$ cat config.mk
export PLATFORM = sky130hd
export DESIGN_NAME = mesh_duplicate_filter_relay_flat
export DESIGN_NICKNAME = d
export VERILOG_FILES = /design/src/hw/rtl/mdfr_pkg.sv /design/src/hw/rtl/mdfr_if.sv /design/src/hw/rtl/mdfr_ram.sv /design/src/hw/rtl/mdfr_dpath.sv /design/src/hw/rtl/mdfr_ctrl.sv /design/src/hw/rtl/mesh_duplicate_filter_relay.sv /design/src/flat_wrapper.sv
export SDC_FILE = /design/constraint.sdc
export NUM_CORES = 1
export LEC_CHECK = 0
export BUFFER_PORTS_ARGS = -buffer_cell sky130_fd_sc_hd__buf_2
export CELL_PAD_IN_SITES_DETAIL_PLACEMENT = 0
export CELL_PAD_IN_SITES_GLOBAL_PLACEMENT = 2
export CORE_ASPECT_RATIO = 1.4
export CORE_MARGIN = 2
export CORE_UTILIZATION = 45
export CTS_CLUSTER_SIZE = 28
export DETAILED_ROUTE_END_ITERATION = 8
export GPL_TIMING_DRIVEN = 0
export PLACE_DENSITY_LB_ADDON = 0.1
export SLEW_MARGIN = 15
export SYNTH_ARGS = -nofsm -noshare
export SYNTH_HDL_FRONTEND = slang
export SYNTH_SLANG_ARGS = --single-unit
$ cat constraint.sdc
create_clock -name clock -period 3.07 [get_ports clock]
set_input_delay 0.4605 -clock clock [delete_from_list [all_inputs] [get_ports clock]]
set_output_delay 0.4605 -clock clock [all_outputs]
set_load 0.01 [all_outputs]
$ cat src/hw/rtl/mdfr_pkg.sv
`timescale 1ns / 1ps

package mdfr_pkg;

   localparam int RING_DEPTH_DEF = 32;
   localparam int ID_W           = 32;
   localparam int TOPIC_W        = 3;
   localparam int HOP_W          = 8;
   localparam int RHOP_W         = 9;
   localparam int LIMIT_W        = 5;
   localparam int CSR_IDX_W      = 3;

   localparam logic [CSR_IDX_W-1:0] CSR_LIMIT_SENSOR = 3'd0;
   localparam logic [CSR_IDX_W-1:0] CSR_LIMIT_ALERT  = 3'd1;
   localparam logic [CSR_IDX_W-1:0] CSR_LIMIT_PING   = 3'd2;
   localparam logic [CSR_IDX_W-1:0] CSR_LIMIT_UAB    = 3'd3;
   localparam logic [CSR_IDX_W-1:0] CSR_LIMIT_ECHO   = 3'd4;

   localparam logic [TOPIC_W-1:0] TOPIC_SENSOR = 3'd0;
   localparam logic [TOPIC_W-1:0] TOPIC_ALERT  = 3'd1;
   localparam logic [TOPIC_W-1:0] TOPIC_PING   = 3'd2;
   localparam logic [TOPIC_W-1:0] TOPIC_UAB    = 3'd3;
   localparam logic [TOPIC_W-1:0] TOPIC_ECHO   = 3'd4;

   localparam logic signed [LIMIT_W-1:0] LIMIT_SENSOR_RST = 5'sd2;
   localparam logic signed [LIMIT_W-1:0] LIMIT_ALERT_RST  = -5'sd1;
   localparam logic signed [LIMIT_W-1:0] LIMIT_PING_RST   = 5'sd3;
   localparam logic signed [LIMIT_W-1:0] LIMIT_UAB_RST    = 5'sd2;
   localparam logic signed [LIMIT_W-1:0] LIMIT_ECHO_RST   = 5'sd0;
   localparam logic signed [LIMIT_W-1:0] LIMIT_UNLIMITED  = -5'sd1;
   localparam logic signed [LIMIT_W-1:0] LIMIT_UNKNOWN    = 5'sd0;

   localparam logic FUNC_LOCAL = 1'b0;

   typedef enum logic [1:0] {
      VERDICT_DUP    = 2'd0,
      VERDICT_ACCEPT = 2'd1,
      VERDICT_RELAY  = 2'd2,
      VERDICT_LOCAL  = 2'd3
   } verdict_type;

   typedef struct packed {
      logic        capture;
      logic        scan_start;
      logic        scan_step;
      logic        write;
      logic        load;
      verdict_type verdict;
   } mdfr_cmd_type;

   typedef struct packed {
      logic local_send;
      logic scan_last;
      logic hit;
      logic relay;
   } mdfr_status_type;

endpackage

$ cat src/hw/rtl/mdfr_if.sv
`timescale 1ns / 1ps

interface mdfr_req_if import mdfr_pkg::*; ();
   logic               valid;
   logic               ready;
   logic               func;
   logic [ID_W-1:0]    packet_id;
   logic [TOPIC_W-1:0] topic_code;
   logic [HOP_W-1:0]   hop_count;
   logic               hops_ok;

   modport source (output valid, func, packet_id, topic_code, hop_count, hops_ok,
                   input ready);
   modport sink   (input valid, func, packet_id, topic_code, hop_count, hops_ok,
                   output ready);
endinterface

interface mdfr_rsp_if import mdfr_pkg::*; ();
   logic              valid;
   logic              ready;
   verdict_type       verdict;
   logic [RHOP_W-1:0] relay_hops;
   logic [ID_W-1:0]   relay_id;

   modport source (output valid, verdict, relay_hops, relay_id, input ready);
   modport sink   (input valid, verdict, relay_hops, relay_id, output ready);
endinterface

$ cat src/hw/rtl/mdfr_ram.sv
`timescale 1ns / 1ps

module mdfr_ram #(
   parameter int WIDTH = 32,
   parameter int DEPTH = 32
) (
   input  logic                     clock,
   input  logic                     wr_en,
   input  logic [$clog2(DEPTH)-1:0] wr_addr,
   input  logic [WIDTH-1:0]         wr_data,
   input  logic                     rd_en,
   input  logic [$clog2(DEPTH)-1:0] rd_addr,
   output logic [WIDTH-1:0]         rd_data
);

   logic [WIDTH-1:0] mem [DEPTH];

   always_ff @(posedge clock) begin
      if (wr_en) begin
         mem[wr_addr] <= wr_data;
      end
      if (rd_en) begin
         rd_data <= mem[rd_addr];
      end
   end

endmodule

$ cat src/hw/rtl/mdfr_dpath.sv
`timescale 1ns / 1ps

module mdfr_dpath import mdfr_pkg::*; #(
   parameter int RING_DEPTH = RING_DEPTH_DEF
) (
   input  logic                   clock,
   input  logic                   reset,
   input  mdfr_cmd_type           cmd,
   output mdfr_status_type        status,
   input  logic                   req_func,
   input  logic [ID_W-1:0]        req_packet_id,
   input  logic [TOPIC_W-1:0]     req_topic_code,
   input  logic [HOP_W-1:0]       req_hop_count,
   input  logic                   req_hops_ok,
   output verdict_type            rsp_verdict,
   output logic [RHOP_W-1:0]      rsp_relay_hops,
   output logic [ID_W-1:0]        rsp_relay_id,
   input  logic                   csr_we,
   input  logic [CSR_IDX_W-1:0]   csr_index,
   input  logic [LIMIT_W-1:0]     csr_wdata
);

   localparam int AW = $clog2(RING_DEPTH);
   localparam int FW = $clog2(RING_DEPTH + 1);
   localparam logic [AW-1:0] LAST_ADDR = AW'(RING_DEPTH - 1);
   localparam logic [FW-1:0] FULL_FILL = FW'(RING_DEPTH);

   logic                      func_ff;
   logic [ID_W-1:0]           id_ff;
   logic [TOPIC_W-1:0]        topic_ff;
   logic [HOP_W-1:0]          hop_ff;
   logic                      hops_ok_ff;

   logic signed [LIMIT_W-1:0] lim_sensor_ff, lim_sensor_in;
   logic signed [LIMIT_W-1:0] lim_alert_ff, lim_alert_in;
   logic signed [LIMIT_W-1:0] lim_ping_ff, lim_ping_in;
   logic signed [LIMIT_W-1:0] lim_uab_ff, lim_uab_in;
   logic signed [LIMIT_W-1:0] lim_echo_ff, lim_echo_in;

   logic [AW-1:0]             head_ff, head_in;
   logic [FW-1:0]             fill_ff, fill_in;
   logic [AW-1:0]             scan_addr_ff, scan_addr_in;
   logic [AW-1:0]             cmp_addr_ff;
   logic                      cmp_pend_ff;
   logic                      hit_ff, hit_in;

   verdict_type               verdict_ff;
   logic [RHOP_W-1:0]         relay_hops_ff;
   logic [ID_W-1:0]           relay_id_ff;

   logic [ID_W-1:0]           rd_data;
   logic [ID_W-1:0]           entry;
   logic                      entry_match;
   logic signed [LIMIT_W-1:0] limit_sel;
   logic [RHOP_W-1:0]         hops_inc;
   logic                      relay;

   mdfr_ram #(
      .WIDTH (ID_W),
      .DEPTH (RING_DEPTH)
   ) u_ring (
      .clock   (clock),
      .wr_en   (cmd.write),
      .wr_addr (head_ff),
      .wr_data (id_ff),
      .rd_en   (cmd.scan_step),
      .rd_addr (scan_addr_ff),
      .rd_data (rd_data)
   );

   // Entries beyond the fill count have never been written and read as zero.
   always_comb begin
      entry       = (FW'(cmp_addr_ff) < fill_ff) ? rd_data : '0;
      entry_match = cmp_pend_ff && (entry == id_ff);
   end

   always_comb begin
      case (topic_ff)
         TOPIC_SENSOR: limit_sel = lim_sensor_ff;
         TOPIC_ALERT:  limit_sel = lim_alert_ff;
         TOPIC_PING:   limit_sel = lim_ping_ff;
         TOPIC_UAB:    limit_sel = lim_uab_ff;
         TOPIC_ECHO:   limit_sel = lim_echo_ff;
         default:      limit_sel = LIMIT_UNKNOWN;
      endcase
      hops_inc = {1'b0, hop_ff} + RHOP_W'(1);
      relay    = hops_ok_ff && ((limit_sel == LIMIT_UNLIMITED) ||
                 (!limit_sel[LIMIT_W-1] &&
                  (hops_inc < RHOP_W'(limit_sel[LIMIT_W-2:0]))));
   end

   always_comb begin
      status.local_send = (func_ff == FUNC_LOCAL);
      status.scan_last  = (scan_addr_ff == LAST_ADDR);
      status.hit        = hit_ff || entry_match;
      status.relay      = relay;
   end

   always_comb begin
      lim_sensor_in = lim_sensor_ff;
      lim_alert_in  = lim_alert_ff;
      lim_ping_in   = lim_ping_ff;
      lim_uab_in    = lim_uab_ff;
      lim_echo_in   = lim_echo_ff;
      if (csr_we) begin
         case (csr_index)
            CSR_LIMIT_SENSOR: lim_sensor_in = csr_wdata;
            CSR_LIMIT_ALERT:  lim_alert_in  = csr_wdata;
            CSR_LIMIT_PING:   lim_ping_in   = csr_wdata;
            CSR_LIMIT_UAB:    lim_uab_in    = csr_wdata;
            CSR_LIMIT_ECHO:   lim_echo_in   = csr_wdata;
            default: ;
         endcase
      end
   end

   always_comb begin
      head_in = head_ff;
      fill_in = fill_ff;
      if (cmd.write) begin
         head_in = (head_ff == LAST_ADDR) ? '0 : head_ff + AW'(1);
         fill_in = (fill_ff == FULL_FILL) ? fill_ff : fill_ff + FW'(1);
      end
      scan_addr_in = scan_addr_ff;
      if (cmd.scan_start) begin
         scan_addr_in = '0;
      end else if (cmd.scan_step && (scan_addr_ff != LAST_ADDR)) begin
         scan_addr_in = scan_addr_ff + AW'(1);
      end
      hit_in = hit_ff;
      if (cmd.scan_start) begin
         hit_in = 1'b0;
      end else if (entry_match) begin
         hit_in = 1'b1;
      end
   end

   always_ff @(posedge clock) begin
      if (reset) begin
         lim_sensor_ff <= LIMIT_SENSOR_RST;
         lim_alert_ff  <= LIMIT_ALERT_RST;
         lim_ping_ff   <= LIMIT_PING_RST;
         lim_uab_ff    <= LIMIT_UAB_RST;
         lim_echo_ff   <= LIMIT_ECHO_RST;
         head_ff       <= '0;
         fill_ff       <= '0;
         scan_addr_ff  <= '0;
         cmp_pend_ff   <= 1'b0;
         hit_ff        <= 1'b0;
      end else begin
         lim_sensor_ff <= lim_sensor_in;
         lim_alert_ff  <= lim_alert_in;
         lim_ping_ff   <= lim_ping_in;
         lim_uab_ff    <= lim_uab_in;
         lim_echo_ff   <= lim_echo_in;
         head_ff       <= head_in;
         fill_ff       <= fill_in;
         scan_addr_ff  <= scan_addr_in;
         cmp_pend_ff   <= cmd.scan_step;
         hit_ff        <= hit_in;
      end
   end

   always_ff @(posedge clock) begin
      if (cmd.capture) begin
         func_ff    <= req_func;
         id_ff      <= req_packet_id;
         topic_ff   <= req_topic_code;
         hop_ff     <= req_hop_count;
         hops_ok_ff <= req_hops_ok;
      end
      cmp_addr_ff <= scan_addr_ff;
      if (cmd.load) begin
         verdict_ff <= cmd.verdict;
         if (cmd.verdict == VERDICT_RELAY) begin
            relay_hops_ff <= hops_inc;
            relay_id_ff   <= id_ff;
         end else begin
            relay_hops_ff <= '0;
            relay_id_ff   <= '0;
         end
      end
   end

   assign rsp_verdict    = verdict_ff;
   assign rsp_relay_hops = relay_hops_ff;
   assign rsp_relay_id   = relay_id_ff;

endmodule

$ cat src/hw/rtl/mdfr_ctrl.sv
`timescale 1ns / 1ps

module mdfr_ctrl import mdfr_pkg::*; (
   input  logic            clock,
   input  logic            reset,
   input  logic            req_valid,
   output logic            req_ready,
   output logic            rsp_valid,
   input  logic            rsp_ready,
   input  mdfr_status_type status,
   output mdfr_cmd_type    cmd
);

   typedef enum logic [2:0] {
      ST_IDLE,
      ST_DISPATCH,
      ST_SCAN,
      ST_CHECK,
      ST_WRITE_FIRST,
      ST_WRITE_LAST,
      ST_FINISH
   } state_type;

   state_type   state_ff, state_in;
   verdict_type verdict_ff, verdict_in;
   logic        rsp_valid_ff, rsp_valid_in;
   logic        out_free;

   always_comb begin
      state_in       = state_ff;
      verdict_in     = verdict_ff;
      rsp_valid_in   = rsp_valid_ff;
      out_free       = !rsp_valid_ff || rsp_ready;
      cmd.capture    = 1'b0;
      cmd.scan_start = 1'b0;
      cmd.scan_step  = 1'b0;
      cmd.write      = 1'b0;
      cmd.load       = 1'b0;
      cmd.verdict    = verdict_ff;
      if (rsp_valid_ff && rsp_ready) begin
         rsp_valid_in = 1'b0;
      end
      case (state_ff)
         ST_IDLE: begin
            if (req_valid) begin
               cmd.capture = 1'b1;
               state_in    = ST_DISPATCH;
            end
         end
         ST_DISPATCH: begin
            if (status.local_send) begin
               verdict_in = VERDICT_LOCAL;
               state_in   = ST_WRITE_LAST;
            end else begin
               cmd.scan_start = 1'b1;
               state_in       = ST_SCAN;
            end
         end
         ST_SCAN: begin
            cmd.scan_step = 1'b1;
            if (status.scan_last) begin
               state_in = ST_CHECK;
            end
         end
         ST_CHECK: begin
            if (status.hit) begin
               verdict_in = VERDICT_DUP;
               state_in   = ST_FINISH;
            end else begin
               state_in = ST_WRITE_FIRST;
            end
         end
         ST_WRITE_FIRST: begin
            cmd.write = 1'b1;
            if (status.relay) begin
               verdict_in = VERDICT_RELAY;
               state_in   = ST_WRITE_LAST;
            end else begin
               verdict_in = VERDICT_ACCEPT;
               state_in   = ST_FINISH;
            end
         end
         ST_WRITE_LAST: begin
            cmd.write = 1'b1;
            state_in  = ST_FINISH;
         end
         ST_FINISH: begin
            if (out_free) begin
               cmd.load     = 1'b1;
               rsp_valid_in = 1'b1;
               state_in     = ST_IDLE;
            end
         end
         default: begin
            state_in = ST_IDLE;
         end
      endcase
   end

   always_ff @(posedge clock) begin
      if (reset) begin
         state_ff     <= ST_IDLE;
         verdict_ff   <= VERDICT_DUP;
         rsp_valid_ff <= 1'b0;
      end else begin
         state_ff     <= state_in;
         verdict_ff   <= verdict_in;
         rsp_valid_ff <= rsp_valid_in;
      end
   end

   assign req_ready = (state_ff == ST_IDLE);
   assign rsp_valid = rsp_valid_ff;

endmodule

$ cat src/hw/rtl/mesh_duplicate_filter_relay.sv
// Channel    Dir   Ports                                   Handshake
// request    in    req_if: func, packet_id, topic_code,    valid/ready
//                  hop_count, hops_ok
// result     out   rsp_if: verdict, relay_hops, relay_id   valid/ready
// csr        in    csr_we, csr_index, csr_wdata            write enable only
//
// A local send goes from dispatch through one ring write to the finish state, which loads
// the result; a received packet is searched for in the ring and then goes on to finish as
// a duplicate, after one ring write when accepted or after two when relayed. The next
// request can be taken in the cycle after the load. The search reads one ring entry per
// cycle through the single read port of the ring memory.
// One request is in work at a time; a new request is taken while the previous result waits.
// Reset restores the hop limits and empties the ring through its fill count: no clearing pass.
// A stalled result holds the finished request until the result register is free.
`timescale 1ns / 1ps

module mesh_duplicate_filter_relay import mdfr_pkg::*; #(
   parameter int RING_DEPTH = RING_DEPTH_DEF
) (
   input  logic                 clock,
   input  logic                 reset,
   mdfr_req_if.sink             req_if,
   mdfr_rsp_if.source           rsp_if,
   input  logic                 csr_we,
   input  logic [CSR_IDX_W-1:0] csr_index,
   input  logic [LIMIT_W-1:0]   csr_wdata
);

   mdfr_cmd_type    cmd;
   mdfr_status_type status;

   mdfr_ctrl u_ctrl (
      .clock     (clock),
      .reset     (reset),
      .req_valid (req_if.valid),
      .req_ready (req_if.ready),
      .rsp_valid (rsp_if.valid),
      .rsp_ready (rsp_if.ready),
      .status    (status),
      .cmd       (cmd)
   );

   mdfr_dpath #(
      .RING_DEPTH (RING_DEPTH)
   ) u_dpath (
      .clock          (clock),
      .reset          (reset),
      .cmd            (cmd),
      .status         (status),
      .req_func       (req_if.func),
      .req_packet_id  (req_if.packet_id),
      .req_topic_code (req_if.topic_code),
      .req_hop_count  (req_if.hop_count),
      .req_hops_ok    (req_if.hops_ok),
      .rsp_verdict    (rsp_if.verdict),
      .rsp_relay_hops (rsp_if.relay_hops),
      .rsp_relay_id   (rsp_if.relay_id),
      .csr_we         (csr_we),
      .csr_index      (csr_index),
      .csr_wdata      (csr_wdata)
   );

`ifndef SYNTHESIS
   a_one_request_in_work: assert property (@(posedge clock) disable iff (reset)
      (req_if.valid && req_if.ready) |=> !req_if.ready)
      else $error("request accepted while another is in work");

   a_scan_write_exclusive: assert property (@(posedge clock) disable iff (reset)
      !(cmd.write && (cmd.scan_step || cmd.scan_start)))
      else $error("ring written during the duplicate search");

   a_load_only_when_free: assert property (@(posedge clock) disable iff (reset)
      cmd.load |-> (!rsp_if.valid || rsp_if.ready))
      else $error("result overwritten before it was taken");

   a_relay_fields_zero: assert property (@(posedge clock) disable iff (reset)
      (rsp_if.valid && (rsp_if.verdict != VERDICT_RELAY))
         |-> ((rsp_if.relay_hops == '0) && (rsp_if.relay_id == '0)))
      else $error("relay fields set on a result that is not relayed");
`endif

endmodule

$ cat src/flat_wrapper.sv
// flat-port wrapper written by rule: the top's interface ports become plain ports
module mesh_duplicate_filter_relay_flat import mdfr_pkg::*;
#(
   parameter int RING_DEPTH = RING_DEPTH_DEF
)
  (clock, reset, csr_we, csr_index, csr_wdata, req_if_valid, req_if_func, req_if_packet_id, req_if_topic_code, req_if_hop_count, req_if_hops_ok, req_if_ready, rsp_if_valid, rsp_if_verdict, rsp_if_relay_hops, rsp_if_relay_id, rsp_if_ready);
  mdfr_req_if req_if_i ();
  mdfr_rsp_if rsp_if_i ();
  input  logic clock;
  input  logic reset;
  input  logic csr_we;
  input  logic [CSR_IDX_W-1:0] csr_index;
  input  logic [LIMIT_W-1:0] csr_wdata;
  input wire logic [$bits(req_if_i.valid)-1:0] req_if_valid;
  input wire logic [$bits(req_if_i.func)-1:0] req_if_func;
  input wire logic [$bits(req_if_i.packet_id)-1:0] req_if_packet_id;
  input wire logic [$bits(req_if_i.topic_code)-1:0] req_if_topic_code;
  input wire logic [$bits(req_if_i.hop_count)-1:0] req_if_hop_count;
  input wire logic [$bits(req_if_i.hops_ok)-1:0] req_if_hops_ok;
  output wire logic [$bits(req_if_i.ready)-1:0] req_if_ready;
  output wire logic [$bits(rsp_if_i.valid)-1:0] rsp_if_valid;
  output wire logic [$bits(rsp_if_i.verdict)-1:0] rsp_if_verdict;
  output wire logic [$bits(rsp_if_i.relay_hops)-1:0] rsp_if_relay_hops;
  output wire logic [$bits(rsp_if_i.relay_id)-1:0] rsp_if_relay_id;
  input wire logic [$bits(rsp_if_i.ready)-1:0] rsp_if_ready;
  assign req_if_i.valid = req_if_valid;
  assign req_if_i.func = req_if_func;
  assign req_if_i.packet_id = req_if_packet_id;
  assign req_if_i.topic_code = req_if_topic_code;
  assign req_if_i.hop_count = req_if_hop_count;
  assign req_if_i.hops_ok = req_if_hops_ok;
  assign req_if_ready = req_if_i.ready;
  assign rsp_if_valid = rsp_if_i.valid;
  assign rsp_if_verdict = rsp_if_i.verdict;
  assign rsp_if_relay_hops = rsp_if_i.relay_hops;
  assign rsp_if_relay_id = rsp_if_i.relay_id;
  assign rsp_if_i.ready = rsp_if_ready;
  mesh_duplicate_filter_relay #(.RING_DEPTH(RING_DEPTH)) u_core (.clock(clock), .reset(reset), .req_if(req_if_i), .rsp_if(rsp_if_i), .csr_we(csr_we), .csr_index(csr_index), .csr_wdata(csr_wdata));
endmodule
==> results.json, run 1 <==
{
  "rsz0062_at_grt": "true",
  "synthesis.nets": 2153,
  "timing_worst_setup_path_type": "reg -> reg",
  "dieArea_um2": 105000,
  "numPlacedInstances": 3581,
  "synth_xor_xnor_area_share_pct": 0.532,
  "design.final.nets": 2591,
  "slew-limit-headroom_pct": 23.4,
  "detailroute.wirelength.met2_um": 68400,
  "clock_sink_count": 1198,
  "max_freq_mhz": 331,
  "layout.cells.non_filler": 3945,
  "yosys_register_bits": 1198,
  "fp.coreArea_um2": 101000,
  "p_int_w": 0.0309,
  "switching_share_pct": 26.5,
  "maxUsedRoutingLayer": "met4",
  "netlist_area_um2": 46100,
  "pin_count_of_the_biggest_net_entering_global_routing": 37,
  "hold_slack_ns": 0.146,
  "initial_core_util_pct": 45.5,
  "timing.critical_path.required_ns": 3.56,
  "pwr-share-comb_pct": 18.2,
  "p_per_area_nw_per_um2": 752,
  "critical_path.startpoint_type": "flip-flop",
  "multi_input_comb_area_um2": 10500,
  "numPortBuffers": 101,
  "critPathArrivalTime_ns": 3.51,
  "chipWidth_um": 275,
  "m1WireLength_um": 51700,
  "outcome": "completed",
  "fin_skew_ns": 0.0310,
  "floorplan.die.height_um": 383,
  "cts_made_buffers": 116,
  "synth_simple_gate_area_share_pct": 2.68,
  "synth_top_family_by_area": "multiplexers",
  "detailedRoute.firstPassIterationCount": 5,
  "remaining_number_of_nets_flagged_by_the_antenna_check_after_routing": 0,
  "synth-edff-count": 1144,
  "clkPwrFrac_pct": 34.9,
  "syn_inst": 2078,
  "ys.warnings.count": 0,
  "ys_types": 65,
  "leakage_nw": 17.6,
  "drive_above_1_share_pct": 36.0,
  "worst_slew_pin_slew_ns": 1.14,
  "drt_first_iter_violations": 2371,
  "clock-root-buffer": "clkbuf_16",
  "number_of_rows_created_at_floorplan": 138,
  "synthMuxAreaShare_pct": 16.9,
  "power.total_w": 0.0420,
  "grt_antenna_before_repair": 2,
  "seqPwrFrac_pct": 46.9,
  "routabilityCongestion": 0.768,
  "dpl.hpwl_um": 85900,
  "postSynth.topFlopCell": "edfxtp_1",
  "htree_num_levels": 3,
  "ios": 103,
  "worstSetupEndpointType": "flip-flop",
  "max-cap-violations": 0,
  "ys_seq_area_share_pct": 76.8,
  "gr-usage-all-layers_pct": 25.4,
  "synth_compound_area_share_pct": 1.48,
  "clock_latency_ns": 0.74,
  "synth_fa_ha_area_share_pct": 0.461,
  "final.fill_count": 7666,
  "area_added_between_synthesis_and_finish_pct": 21.0,
  "avgViaCountPerCell": 5.95,
  "detailroute.wirelength.met3_um": 7490,
  "first_global_vias": 24300,
  "drt-wirelength-per-cell_um": 33.3,
  "timing.final.setup_violations": 0,
  "critical_path.max_fanout": 10,
  "power.net_switching_w": 0.0111,
  "hold_viol_final": 0,
  "wl_um": 131000,
  "grt_overflow_total": 0,
  "slew_viol_final": 0,
  "regArea_um2": 35400,
  "routed_via_count": 23500,
  "grt_first_pass_wirelength_um": 183000,
  "synth_async_reset_ratio_pct": 0,
  "timing.final.crit_period_ns": 3.02,
  "cts.reportedPaths.clkPinSlew_ns": 0.07,
  "post_synthesis_mean_instance_area_um2": 22.2,
  "min-delay-path-class": "in -> reg",
  "portion_of_the_clock_cycle_consumed_by_the_worst_path_in_the_final_layout_pct": 98.5,
  "cts_tree": "done",
  "drc": 0,
  "cts_max_path_buffers": 3,
  "worst_voltage_drop_across_the_vdd_grid_mv": 0.717
}
## path summary, 6_finish.rpt
check | start | to | slack (ns) | depth (start not counted)
worst max register to register | u_core.u_dpath.scan_addr_ff[1] | u_core.u_dpath.u_ring.rd_data[13] | 0.05 | 6
worst max-delay path | u_core.u_dpath.scan_addr_ff[1] | u_core.u_dpath.u_ring.rd_data[13] | 0.05 | 6
worst min-delay path | csr_index[1] | u_core.u_dpath.lim_sensor_ff[4] | 0.15 | 4
worst min register to register | u_core.u_dpath.scan_addr_ff[2] | u_core.u_dpath.cmp_addr_ff[2] | 0.36 | 0
## critical path: stages, from the launching register on
cell and delay (ns):
dfxtp_1 0.37, clkbuf_2 0.35, buf_2 0.41, buf_2 0.46
mux4_2 0.37, mux4_2 0.51, mux2_2 0.31
## final cells by class
| cell class | instances | share of cell area, % |
|---|---|---|
| Antenna cell | 1 | 0.00448 |
| Buffer | 100 | 1.07 |
| Clock buffer | 134 | 5.36 |
| Clock inverter | 82 | 1.60 |
| Inverter | 24 | 0.161 |
| Multi-Input combinational cell | 755 | 18.9 |
| Sequential cell | 1198 | 63.5 |
| Tap cell | 1330 | 2.98 |
| Timing Repair Buffer | 321 | 6.46 |
## flip-flops by register name, indices dropped and copies added, names as in the netlist, 2 cells and up
signal / flops
u_core.u_dpath.lim_echo_ff: 5
u_core.u_dpath.u_ring.rd_data: 32
u_core.u_ctrl.verdict_ff: 2
u_core.u_dpath.hop_ff: 8
u_core.u_dpath.fill_ff: 6
u_core.u_dpath.rsp_verdict: 2
u_core.u_dpath.id_ff: 32
u_core.u_dpath.rsp_relay_id: 32
u_core.u_dpath.u_ring.mem: 1024
u_core.u_dpath.cmp_addr_ff: 5
u_core.u_dpath.lim_sensor_ff: 5
u_core.u_ctrl.state_ff: 3
u_core.u_dpath.lim_alert_ff: 5
u_core.u_dpath.lim_uab_ff: 5
u_core.u_dpath.topic_ff: 3
u_core.u_dpath.head_ff: 5
u_core.u_dpath.lim_ping_ff: 5
u_core.u_dpath.scan_addr_ff: 5
u_core.u_dpath.rsp_relay_hops: 9
## power by group through the flow
| stage | combinational (W) | clock (W) | sequential (W) |
|---|---|---|---|
| 6_report | 0.00764 | 0.0146 | 0.0197 |
| 3_3_place_gp | 0.00611 | 0 | 0.0207 |
| 2_1_floorplan | 0.00411 | 0 | 0.0202 |
| 3_5_place_dp | 0.00646 | 0 | 0.0207 |
| 4_1_cts | 0.00746 | 0.0149 | 0.0199 |
| 5_1_grt | 0.00811 | 0.0155 | 0.0198 |
## through the flow
stage                     utilization, %  instance area [µm²]  setup TNS (ns)  worst slack [ns]
final                               55.1                55800               0            0.0451
after global routing                55.1                55800        -0.00418          -0.00418
after global placement              47.6                48300        -2423.07             -2.51
after CTS                           54.5                55300               0          0.000728
after detailed placement            49.5                50200          -42.77             -1.33
after floorplan                        -                46100               0             0.223
## per-layer routing
layer  up-vias  track usage (%)
met4         0             8.06
met3       186             3.46
met1     12800             33.2
li1       9614                -
met2       875             44.1
met5         -                0
## synth_stat cells, types with 16 or more instances
master    number  area, µm²
mux2_2        35        394
ha_1          17        213
mux4_2       320       7210
nand2_1       25       93.8
xor2_1        16        140
nor2_1       104        390
and2_1        23        144
edfxtp_1    1144      34400
clkbuf_1      67        251
buf_1         22       82.6
nor2b_1       20        125
a21oi_1       18       90.1
mux2i_1       21        210
dfxtp_1       54       1080
inv_1         24       90.1
## placed cells by master, fill, tap and decap left out, types with 7 or more instances in the layout
| cell | n |
|---|---|
| clkinv_1 | 15 |
| nor2b_1 | 19 |
| and2_1 | 22 |
| nor4_1 | 11 |
| a21oi_1 | 16 |
| buf_12 | 39 |
| clkbuf_16 | 116 |
| xor2_1 | 16 |
| o21ai_0 | 10 |
| dfxtp_1 | 51 |
| xnor2_1 | 12 |
| edfxtp_1 | 1144 |
| clkinv_2 | 30 |
| dlygate4sd3_1 | 50 |
| bufinv_16 | 15 |
| ha_1 | 16 |
| buf_8 | 16 |
| mux2i_1 | 21 |
| a211o_1 | 9 |
| nand2_1 | 25 |
| nor2_4 | 33 |
| inv_1 | 21 |
| nand3_1 | 8 |
| mux4_2 | 320 |
| buf_4 | 86 |
| mux2_2 | 35 |
| buf_16 | 33 |
| nor3_1 | 8 |
| clkbuf_2 | 20 |
| nor2_1 | 70 |
| clkbuf_1 | 47 |
| buf_6 | 20 |
| o22ai_1 | 8 |
| buf_2 | 107 |
| clkbuf_4 | 16 |
| clkinvlp_4 | 7 |
| nand2b_1 | 7 |
## cell families after synthesis
logic type | after synthesis
adder cells (fa/ha/maj) | 17
multiplexers | 376
XOR/XNOR | 28
AO/OA/AOI/OAI | 91
AND/OR/NAND/NOR | 243
buffers and inverters | 125
flip-flops | 1198
## timing repair
action	CTS	global route
hold endpoints to repair	53	0
endpoints found under the setup margin	52	164
pin swaps	4	13
resized for setup	137	27
buffers inserted	44	50
hold buffers	50	0
(Power assumes the default switching activity.)
==> run 2: changes to the inputs <==
- ABC_CLOCK_PERIOD_IN_PS: default -> 3070
- PLACE_DENSITY: default -> 0.85
- PLACE_DENSITY_LB_ADDON: 0.1 -> default
- REMOVE_ABC_BUFFERS: default -> 1
==> run 2 against run 1 <==
  * The run now ends with negative setup slack left
  * Setup slack lost 0.051 ns
  * Critical path depth increased by 5
  * Final cell count down 2.3%
  * Clock skew is 0.021 ns higher
  * Critical path type unchanged
  * Largest cell class unchanged
  * Sequential power is essentially flat
  * Highest routed layer unchanged
  * Die area did not move
  * Global-route usage is 2.5 points lower
  * Power fell by 2.7%
==> results.json, run 2 (synthesized netlist as in run 1, its figures left out) <==
{
  "outcome": "finished, violations left",
  "violations": "negative setup slack",
  "clock-root-buffer": "clkbuf_16",
  "numPortBuffers": 102,
  "power.total_w": 0.0409,
  "drive_above_1_share_pct": 35.8,
  "final_common_cell": "edfxtp_1",
  "area_added_between_synthesis_and_finish_pct": 21.0,
  "routed_via_count": 23600,
  "regArea_um2": 35500,
  "multi_input_comb_area_um2": 10600,
  "layout.cells.non_filler": 3856,
  "drt-wirelength-per-cell_um": 31.6,
  "final.fill_count": 7213,
  "setup_total_negative_slack_ns": -0.00562,
  "antenna_cells_inserted": 0,
  "worstSetupEndpointType": "flip-flop",
  "avgViaCountPerCell": 6.12,
  "worst_voltage_drop_across_the_vdd_grid_mv": 0.659,
  "fp.coreArea_um2": 101000,
  "cts_tree": "done",
  "routabilityCongestion": 0.779,
  "critical_path.cell_chain": "inv_1 > ha_1 > nand3_2 > nor2_2 > a21oi_4 > buf_6 > a21boi_2 > or4b_4 > a2111oi_4 > nand4b_1 > a31o_1",
  "cts_made_buffers": 108,
  "grt_first_pass_wirelength_um": 169000,
  "finalInstanceArea_um2": 55800,
  "fin_skew_ns": 0.0522,
  "clock_sink_count": 1198,
  "portion_of_the_clock_cycle_consumed_by_the_worst_path_in_the_final_layout_pct": 100,
  "slew-limit-headroom_pct": 23.2,
  "rsz0062_at_grt": "true",
  "min-delay-path-class": "in -> reg",
  "design.final.nets": 2505,
  "numPlacedInstances": 3497,
  "cts_max_path_buffers": 3,
  "first_global_vias": 23900,
  "timing.critical_path.required_ns": 3.68,
  "detailedRoute.firstPassIterationCount": 5,
  "reg2regPathDepth": 11,
  "initial_core_util_pct": 45.5,
  "cp_num_cells": 11,
  "pin_count_of_the_biggest_net_entering_global_routing": 55,
  "layout.core_utilization_pct": 55.0,
  "worst_slack_ns": -0.00562,
  "floorplan.die.height_um": 383,
  "hold_path_depth": 2,
  "placed_area_um2": 50400,
  "slew_viol_final": 0,
  "top_register": "u_core.u_dpath.u_ring.mem",
  "number_of_rows_created_at_floorplan": 138,
  "dpl.hpwl_um": 70400,
  "grt_overflow_total": 0,
  "remaining_number_of_nets_flagged_by_the_antenna_check_after_routing": 0,
  "max_stage_delay_ns": 0.60,
  "critPathArrivalTime_ns": 3.68,
  "critical_path.max_fanout": 5,
  "ios": 103,
  "dieArea_um2": 105000,
  "grt_antenna_before_repair": 1,
  "leakage_nw": 17.4,
  "wl_um": 122000,
  "drc": 0,
  "max-cap-violations": 0,
  "cts.reportedPaths.clkPinSlew_ns": 0.06,
  "critPathTopFamily": "compound AO/OA/AOI/OAI gates",
  "clock_latency_ns": 0.72,
  "timing.final.setup_violations": 1,
  "final_cell_mix": "edfxtp_1 (1144), mux4_2 (320), clkbuf_16 (112)",
  "timing_worst_setup_path_type": "reg -> reg",
  "max_freq_mhz": 325,
  "htree_num_levels": 3,
  "critical_path.startpoint_type": "flip-flop",
  "p_per_area_nw_per_um2": 733,
  "hold_viol_final": 0,
  "cp.buffers_inverters": 2,
  "drt_first_iter_violations": 3259,
  "gr-usage-all-layers_pct": 22.9,
  "timing.final.crit_period_ns": 3.08,
  "chipWidth_um": 275,
  "worst_slew_pin_slew_ns": 1.14,
  "max_reg_flops": 1024,
  "critPathSlowestCell": "or4b_4"
}
run 2: cell count changes in the layout (fill, tap and decap cells not counted), sizes merged:
cell,delta
dlygate4sd3,-5
clkdlybuf4s15,-1
clkinvlp,-2
clkinv,-3
diode,-1
inv,+1
buf,-5
bufinv,-1
clkbuf,-72
run 2: routing by layer:
layer / vias up / wire [µm] / track usage (%)
met1: 12500 / 44900 / 30.3
met5: - / 0 / 0
li1: 9420 / - / -
met2: 1417 / 60200 / 37.5
met4: 0 / 5180 / 9.38
met3: 273 / 11500 / 4.37
run 2: final timing paths:
path | start | to | slack [ns]
min | csr_wdata[1] | u_core.u_dpath.lim_alert_ff[1] | 0.03
min reg2reg | u_core.u_dpath.lim_uab_ff[1] | u_core.u_dpath.lim_uab_ff[1] | 0.50
max reg2reg | u_core.u_dpath.fill_ff[2] | u_core.u_ctrl.verdict_ff[0] | -0.006
max | u_core.u_dpath.fill_ff[2] | u_core.u_ctrl.verdict_ff[0] | -0.006
run 2: through the flow:
stage / hold slack, ns / worst slack, ns
floorplan: 0.435 / -9.09
global placement: 0.451 / -13.46
detailed placement: 0.469 / -0.650
CTS: 0.00805 / -0.0299
global route: 0.0423 / -0.0997
finish: 0.0349 / -0.00562
run 2: timing repair:
item	4_1_cts	5_1_grt
setup buffers	66	36
pin swaps	27	15
endpoints found under the setup margin	855	173
hold buffers	45	0
cloned	0	1
gates resized for setup	23	14
endpoints found under the hold margin	45	0
run 2: layout make-up:
cell class / count / share of cell area (%)
inverter: 24 / 0.162
multi-input combinational: 755 / 19.0
clock inverter: 77 / 1.48
tap: 1330 / 2.98
sequential: 1198 / 63.6
timing repair buffer: 343 / 7.65
clock buffer: 129 / 5.16
run 2: where the power goes:
| part | internal [W] | total, W | switching, W |
|---|---|---|---|
| clock network | 0.00793 | 0.0140 | 0.00612 |
| logic | 0.00346 | 0.00701 | 0.00355 |
| registers | 0.0192 | 0.0198 | 0.000607 |
| total | 0.0306 | 0.0409 | 0.0103 |
==> run 3: changes to the inputs <==
- RECOVER_POWER: default -> 50
==> run 3 against run 2 <==
  * The flow still finishes with violations (negative setup slack)
  * Routed wire length is 0.23% higher
  * Utilization shrank 0.42 points
  * Sequential share of layout area rose by 0.48 points
  * Worst hold slack better by 0.0016 ns
  * Critical path type unchanged
==> results.json, run 3 (synthesized netlist as in run 1, its figures left out) <==
{
  "drt_first_iter_violations": 3322,
  "leakage_nw": 17.0,
  "clock_latency_ns": 0.72,
  "gr-usage-all-layers_pct": 22.9,
  "pin_count_of_the_biggest_net_entering_global_routing": 55,
  "timing_worst_setup_path_type": "reg -> reg",
  "avgViaCountPerCell": 6.14,
  "clock-root-buffer": "clkbuf_16",
  "grt_overflow_total": 0,
  "routabilityCongestion": 0.779,
  "slew-limit-headroom_pct": 1.66,
  "cts.reportedPaths.clkPinSlew_ns": 0.06,
  "reg2regPathDepth": 11,
  "floorplan.die.height_um": 383,
  "layout.cells.non_filler": 3856,
  "first_global_vias": 23900,
  "critical_path.max_fanout": 5,
  "numPlacedInstances": 3497,
  "final_common_cell": "edfxtp_1",
  "rsz0062_at_grt": "true",
  "power.total_w": 0.0407,
  "worst_voltage_drop_across_the_vdd_grid_mv": 0.630,
  "hold_path_end": "u_core.u_dpath.lim_alert_ff[1]",
  "critical_path.startpoint_type": "flip-flop",
  "r2r_end": "u_core.u_ctrl.verdict_ff[0]",
  "drt-wirelength-per-cell_um": 31.6,
  "numPortBuffers": 102,
  "timing.final.setup_violations": 1,
  "fp.coreArea_um2": 101000,
  "outcome": "finished, violations left",
  "detailedRoute.firstPassIterationCount": 7,
  "violations": "negative setup slack",
  "dpl.hpwl_um": 70400,
  "max-cap-violations": 0,
  "design.final.nets": 2505,
  "cts_max_path_buffers": 3,
  "max_freq_mhz": 325,
  "grt_first_pass_wirelength_um": 169000,
  "initial_core_util_pct": 45.5,
  "area_added_between_synthesis_and_finish_pct": 20.0,
  "wl_um": 122000,
  "dieArea_um2": 105000,
  "critPathArrivalTime_ns": 3.69,
  "number_of_rows_created_at_floorplan": 138,
  "setup.reg_to_reg.worst_slack_ns": -0.01,
  "timing.final.crit_period_ns": 3.08,
  "worstSetupEndpointType": "flip-flop",
  "worst_slew_pin_slew_ns": 1.48,
  "hold_viol_final": 0,
  "grt_antenna_before_repair": 1,
  "htree_num_levels": 3,
  "drc": 0,
  "final.fill_count": 7315,
  "top_register": "u_core.u_dpath.u_ring.mem",
  "hold_path_depth": 2,
  "clock_sink_count": 1198,
  "fin_skew_ns": 0.0509,
  "slew_viol_final": 0,
  "cts_made_buffers": 108,
  "final_cell_mix": "edfxtp_1 (1144), mux4_2 (320), clkbuf_1 (117)",
  "timing.hold.worst.start": "csr_wdata[1]",
  "cts_tree": "done",
  "timing.critical_path.required_ns": 3.68,
  "routed_via_count": 23700,
  "min-delay-path-class": "in -> reg",
  "chipWidth_um": 275,
  "antenna_cells_inserted": 0,
  "max_reg_flops": 1024,
  "worst_r2r_startpoint": "u_core.u_dpath.fill_ff[2]",
  "worst_slack_ns": -0.0114,
  "p_per_area_nw_per_um2": 735,
  "remaining_number_of_nets_flagged_by_the_antenna_check_after_routing": 0,
  "timing.critical_path.from": "u_core.u_dpath.fill_ff[2]",
  "ios": 103,
  "portion_of_the_clock_cycle_consumed_by_the_worst_path_in_the_final_layout_pct": 100,
  "drive_above_1_share_pct": 31.4
}
-- run 3: changes by cell type in the layout (fill, tap and decap cells not counted), sizes merged --
| cell | change |
|---|---|
| buf | -108 |
| clkbuf | +108 |
-- run 3: what timing repair did --
action                     in CTS  in global routing
hold buffers                   45                  0
setup endpoints to repair     855                173
resized for setup              23                 14
cloned                          0                  1
setup buffers                  66                 36
hold endpoints to repair       45                  0
pin swaps                      27                 15
-- run 3: cell type report --
type,count,area [µm²],share of cell area [%]
clock buffers,129,2880,5.20
multi-input cells,755,10600,19.1
flip-flops and latches,1198,35500,64.1
clock inverters,77,825,1.49
inverters,24,90.1,0.163
repair buffers,343,3870,6.99
well taps,1330,1660,3.01
-- run 3: worst max-delay path by stage --
stage | endpoint | slack [ns] | cells past startpoint
after global placement | u_core.u_dpath.u_ring.rd_data[10] | -13.46 | 3
after global routing | u_core.u_ctrl.verdict_ff[0] | -0.10 | 11
after CTS | u_core.u_dpath.u_ring.mem[16][23] | -0.03 | 5
after floorplan | u_core.u_dpath.u_ring.rd_data[0] | -9.09 | 3
final | u_core.u_ctrl.verdict_ff[0] | -0.01 | 11
after detailed placement | u_core.u_ctrl.verdict_ff[0] | -0.65 | 10
-- run 3: worst max-delay path: stages, from the launching register on --
cell and delay [ns]:
dfxtp_4 0.37, inv_1 0.07, ha_1 0.29, nand3_2 0.09
nor2_2 0.05, a21oi_4 0.32, buf_6 0.21, a21boi_2 0.06
or4b_4 0.60, a2111oi_4 0.46, nand4b_1 0.19, a31o_1 0.26
-- run 3: per-stage QoR --
step | cell area, µm² | utilization [%] | setup slack, ns | TNS (ns) | hold slack (ns)
finish | 55300 | 54.6 | -0.0114 | -0.0114 | 0.0366
detailed placement | 50400 | 49.7 | -0.650 | -122.12 | 0.469
global route | 55300 | 54.6 | -0.101 | -0.237 | 0.0423
global placement | 47900 | 47.2 | -13.46 | -3338.08 | 0.451
floorplan | 45700 | - | -9.09 | -367.16 | 0.435
CTS | 55300 | 54.5 | -0.0299 | -0.289 | 0.00805
-- run 3: layer usage --
metal | up-vias | wire, µm | track usage, %
met3 | 286 | 11500 | 4.37
li1 | 9416 | - | -
met1 | 12500 | 44800 | 30.3
met4 | 0 | 5300 | 9.38
met2 | 1442 | 60400 | 37.5
met5 | - | 0 | 0
-- run 3: where the power goes --
part / internal, W / switching (W) / total (W)
Sequential: 0.0192 / 0.000598 / 0.0198
Clock: 0.00793 / 0.00610 / 0.0140
Combinational: 0.00325 / 0.00355 / 0.00680
Total: 0.0304 / 0.0102 / 0.0407
